**src/rtl/core/sgrpm_pkg.sv**
```systemverilog
// Package for the stereo gain ramp and peak meter core.
// Holds the shared constants, register indexes and controller/datapath structs.
// No dependencies.
package sgrpm_pkg;

	localparam int SAMPLE_W = 16;
	localparam int LEVEL_W  = 24;
	localparam int CFG_IDX_W = 2;

	// Unity in Q1.23.
	localparam logic [LEVEL_W-1:0] FULL_SCALE = 24'h800000;

	localparam logic [LEVEL_W-1:0] GATE_STEP_RST     = 24'd38044;
	localparam logic [LEVEL_W-1:0] VOLUME_STEP_RST   = 24'd254;
	localparam logic [LEVEL_W-1:0] VOLUME_TARGET_RST = FULL_SCALE;

	// Configuration register indexes.
	localparam logic [CFG_IDX_W-1:0] REG_GATE_STEP     = 2'd0;
	localparam logic [CFG_IDX_W-1:0] REG_VOLUME_STEP   = 2'd1;
	localparam logic [CFG_IDX_W-1:0] REG_VOLUME_TARGET = 2'd2;

	// Commands from the controller to the datapath. At most one is active.
	typedef struct packed {
		logic load;   // take the input transaction and advance the ramps
		logic gain;   // form the gate times volume product
		logic mag;    // multiply both magnitudes by the gain
		logic lo;     // low partial product of the second multiplication
		logic hi;     // high partial product of the second multiplication
		logic fin;    // sum partials and load the output register
	} sgrpm_cmd_t;

	// Status from the datapath to the controller.
	typedef struct packed {
		logic out_free;  // output register can take a new result this cycle
	} sgrpm_stat_t;

endpackage

```
**src/rtl/core/sgrpm_ctrl.sv**
```systemverilog
// Sequencing controller of the stereo gain ramp and peak meter core.
// Depends on sgrpm_pkg for the command and status structs.
module sgrpm_ctrl
	import sgrpm_pkg::*;
(
	input  logic        clk,
	input  logic        arst_n,
	input  logic        in_valid,
	output logic        in_ready,
	input  sgrpm_stat_t stat,
	output sgrpm_cmd_t  cmd
);

	typedef enum logic [2:0] {
		ST_IDLE,
		ST_GAIN,
		ST_MAG,
		ST_LO,
		ST_HI,
		ST_FIN
	} state_t;

	state_t state_q;

	always_comb begin
		in_ready = (state_q == ST_IDLE);
		cmd      = '0;
		cmd.load = in_ready && in_valid;
		cmd.gain = (state_q == ST_GAIN);
		cmd.mag  = (state_q == ST_MAG);
		cmd.lo   = (state_q == ST_LO);
		cmd.hi   = (state_q == ST_HI);
		cmd.fin  = (state_q == ST_FIN);
	end

	always_ff @(posedge clk or negedge arst_n) begin
		if (!arst_n) begin
			state_q <= ST_IDLE;
		end else begin
			case (state_q)
				ST_IDLE: begin
					if (in_valid) state_q <= ST_GAIN;
				end
				ST_GAIN: state_q <= ST_MAG;
				ST_MAG:  state_q <= ST_LO;
				ST_LO:   state_q <= ST_HI;
				ST_HI:   state_q <= ST_FIN;
				ST_FIN: begin
					// Hold the finished result until the output register frees up.
					if (stat.out_free) state_q <= ST_IDLE;
				end
				default: state_q <= ST_IDLE;
			endcase
		end
	end

endmodule

```
**config.mk**
```make
export PLATFORM = sky130hd
export DESIGN_NAME = sgrpm_ctrl
export DESIGN_NICKNAME = d
export VERILOG_FILES = /design/src/rtl/core/sgrpm_pkg.sv /design/src/rtl/core/sgrpm_ctrl.sv
export SDC_FILE = /design/constraint.sdc
export NUM_CORES = 1
export LEC_CHECK = 0
export ABC_AREA = 1
export BUFFER_PORTS_ARGS = -buffer_cell sky130_fd_sc_hd__buf_2
export CORE_AREA = 2 2 39 41
export DETAILED_ROUTE_END_ITERATION = 12
export DIE_AREA = 0 0 41 43
export SLEW_MARGIN = 20
export SYNTH_ARGS = -nofsm -noshare
export SYNTH_HDL_FRONTEND = slang
export SYNTH_SLANG_ARGS = --single-unit
```
**constraint.sdc**
```tcl
create_clock -name clk -period 1.1 [get_ports clk]
set_input_delay 0.11 -clock clk [delete_from_list [all_inputs] [get_ports clk]]
set_output_delay 0.11 -clock clk [all_outputs]
set_load 0.01 [all_outputs]
```
# Word level (Yosys, flattened, before mapping)
# Index checks and enable logic that the tools add are counted.
# totals
register_bits,3
in_bits,4
out_inout_bits,7
elab_cells,14
# classes
n_eq_ne,7
muxes,3
n_reduce_logical,3
# op_table
operator,count
3-bit one-hot mux with 6 select lines,1
"3-bit by 2-bit == test with 1-bit output, second input constant",2
"3-bit == test, second input constant",2
3-bit 2-to-1 mux,2
"2-bit inequality test, second input constant",2
"3-bit by 1-bit == test with 1-bit output, second input constant",1
3-bit logical NOT,1
2-bit AND reduction,1
1-bit logical AND,1

# Depth between registers and ports, before layout
# logic_depth
ltp_word,3
mapped_depth,5
depth_no_buf,5

# Worst setup path before layout
# No wires, ideal clock.
# synth_timing
kind,reg-to-reg
start,register state_q[1]
end,register state_q[0]
setup_time_ps,76
t_arrival_ps,837
required_ps,1024
setup_slack_ps,187
stages_incl_launch_ff,6
path_buffers,0
synth_period_minus_slack_ps,913
path_cell_list,dfrtp_1 -> inv_2 -> nand2_1 -> nor2_2 -> nand2_1 -> o21ai_1
# synth_lines
item,line_no,text
start: declaration,sgrpm_ctrl.sv:23,state_t state_q;
start signal: assignment,sgrpm_ctrl.sv:38,state_q <= ST_IDLE;
start signal: assignment,sgrpm_ctrl.sv:42,if (in_valid) state_q <= ST_GAIN;
start signal: assignment,sgrpm_ctrl.sv:44,ST_GAIN: state_q <= ST_MAG;

==> results.py <==
metrics = {
    "run_status": {
        "status": "complete, but fails checks",
        "violations": "negative setup slack",
    },
    "drt": {
        "antenna_left": 0,
        "first_pass_iters": 1,
        "via_per_inst": 3.47,
        "drc": 0,
        "wl_per_cell_um": 8.31,
        "drt_wl_total_um": 490,
        "num_vias": 205,
        "drt_iter0_markers": 0,
    },
    "layout": {
        "fillers": 168,
        "largest_reg_flops": 3,
        "top_register": "state_q",
        "n_antenna_cell": 0,
        "register_area_sq_um": 76.3,
        "drive_gt1_frac": 0.581,
        "nNetsFinal": 48,
        "largestRegisters": "state_q (3)",
        "areaGrowthSynthToFinish_pct": 71.7,
        "multi_input_area_sq_um": 87.6,
        "fin_area_sq_um": 312,
    },
    "setup_path": {
        "cp_slowest_stage_delay_ps": 420,
        "r2r_slack_ps": 110,
        "slowest_stage": "dfrtp_1",
        "r2r_end": "state_q[0]",
        "worstSetupEndpointType": "output port",
        "crit_end": "cmd[4]",
        "cp_cell_sequence": "inv_2 > nand2_2 > nor2_1 > buf_2",
        "cp_top_family": "flip-flops",
        "path_buf_inv": 2,
        "cp-startpoint": "state_q[1]",
        "critical_path_required_ps": 990,
        "r2r_start": "state_q[1]",
        "cp.depth": 4,
        "reg2reg_depth": 6,
        "path_max_fanout": 4,
        "worst-endpoint-arrival_ps": 1070,
        "worstSetupPathType": "reg2out",
        "start_kind": "flop",
    },
    "sta": {
        "rsz0062_at_grt": "true",
        "finalSetupTns_ps": -364,
        "fin_ws_ps": -75.8,
        "max_freq_mhz": 850,
        "hold_violations": 0,
        "fin_crit_sh": 1.07,
        "fin_skew_ps": 2.10,
        "min_period_ps": 1180,
        "relSlewSlack": 0.872,
        "fin_hold_ws_ps": 140,
        "tightestPinTransition_ps": 190,
        "maxSlewViolCount": 0,
        "setup_viol": 7,
    },
    "floorplan": {
        "die_area_sq_um": 1760,
        "die_h_um": 43,
        "rows": 14,
        "fp.dieW_um": 41,
        "initial_utilization": 0.131,
        "io_pins": 11,
        "core_area_sq_um": 1380,
    },
    "pwr": {
        "peakVddDrop_uv": 616,
        "power.leakage_nw": 0.184,
        "power.density_nw_per_um2": 2870,
        "power_mw": 0.893,
    },
    "clock_network": {
        "clkSlewWorstSetupHoldPaths_ps": 40,
        "cts_buffers": 3,
        "cts-root-buf": "clkbuf_4",
        "cts.sinks": 3,
        "cts_tree": "built",
        "insertion_delay_ps": 240,
        "cts_max_level": 1,
        "max-clock-path-buffers": 2,
    },
    "synth": {
        "ys.warnings.count": 0,
        "syn_nets": 30,
        "synth_area_sq_um": 181,
        "ys_seq_elements": 3,
        "yosysSeqAreaShare": 0.414,
        "synth_area_per_cell_sq_um": 6.98,
        "netlist_instances": 26,
        "synth.distinct_cells": 10,
    },
    "global_route": {
        "gr-usage-all-layers": 0.0693,
        "grt_max_degree": 6,
        "first_global_vias": 202,
        "antenna_found_initial": 0,
        "grt_first_pass_wirelength_um": 703,
        "grt.overflow.total": 0,
    },
    "worst_hold_path": {
        "hold_path.class": "in2reg",
    },
    "placed_design": {
        "io_buffer_count": 10,
        "gp_congestion": 0.682,
        "place_hpwl_um": 376,
        "placed_area_sq_um": 251,
    },
    "job": {
        "drv_cap": 0,
    },
}
==> synthesized netlist by cell type <==
cell,instances,share of area
dfrtp_1,3,0.41
nor2_2,1,0.035
o21ai_1,1,0.028
nand2_1,4,0.083
nand3_1,1,0.028
inv_2,3,0.062
inv_1,4,0.083
nor3_2,2,0.11
o21ai_0,2,0.055
nor2_1,5,0.10
==> stage by stage <==
step	setup WS, ps	util	instances
global route	-151	0.225	59
finish	-75.8	0.225	59
detailed placement	151	0.182	52
floorplan	187	-	26
global placement	168	0.182	52
CTS	-98.7	0.217	58
==> what timing repair did <==
item / 4_1_cts / 5_1_grt
setup buffers: 1 / 1
hold endpoints to repair: 3 / 0
gates resized for setup: 2 / 2
pin swaps: 3 / 3
endpoints found under the setup margin: 7 / 8
hold buffers: 1 / 0
==> routing by layer <==
metal / vias to the layer above / global-route usage / wire [um]
li1: 112 / - / -
met1: 85 / 0.0581 / 206
met2: 8 / 0.0938 / 249
met3: 0 / 0.0471 / 34
met4: 0 / 0.0800 / 0
met5: - / 0 / 0
==> report_power, final <==
part	leakage (nW)	switching, mW	total (mW)	internal [mW]
registers	0.0363	0.0747	0.241	0.167
clock network	0.0150	0.0618	0.198	0.136
logic	0.133	0.265	0.453	0.189
total	0.184	0.401	0.893	0.492
==> how the worst min path moves through the flow <==
stage | slack (ps) | from | to | cells after the start
5_1_grt | 180 | in_valid | state_q[0] | 3
3_5_place_dp | -90 | arst_n | state_q[2] | 1
2_1_floorplan | -190 | arst_n | state_q[0] | 0
3_3_place_gp | -90 | arst_n | state_q[1] | 1
6_report | 140 | stat | state_q[0] | 4
4_1_cts | 140 | in_valid | state_q[0] | 3
==> layout make-up <==
cell class              instances  share of cell area
multi-input cells              16               0.281
well taps                      16              0.0643
repair buffers                 13               0.241
flip-flops and latches          3               0.245
clock buffers                   4              0.0843
inverters                       7              0.0843
==> tightest hold or removal path: stages <==
cell	delay, ps
buf_2	80
inv_1	30
nand2_1	60
o21ai_1	60
==> layout by cell type (no fill, tap or decap) <==
cell and instances:
buf_2 10, inv_2 3, nand2_2 2, clkbuf_4 3
buf_4 2, dfrtp_2 1, nor3_2 2, inv_1 4
clkbuf_1 1, o21ai_0 2, nand3_1 1, dlygate4sd3_1 1
o21ai_1 1, dfrtp_1 2, nor2_1 4, nor2_2 2
nand2_1 2
==> cells by family after synthesis <==
family                 share of synthesized area
flip-flops                                 0.414
buffers and inverters                      0.145
AND/OR/NAND/NOR                            0.359
AO/OA/AOI/OAI                             0.0827
(Power assumes the default switching activity.)
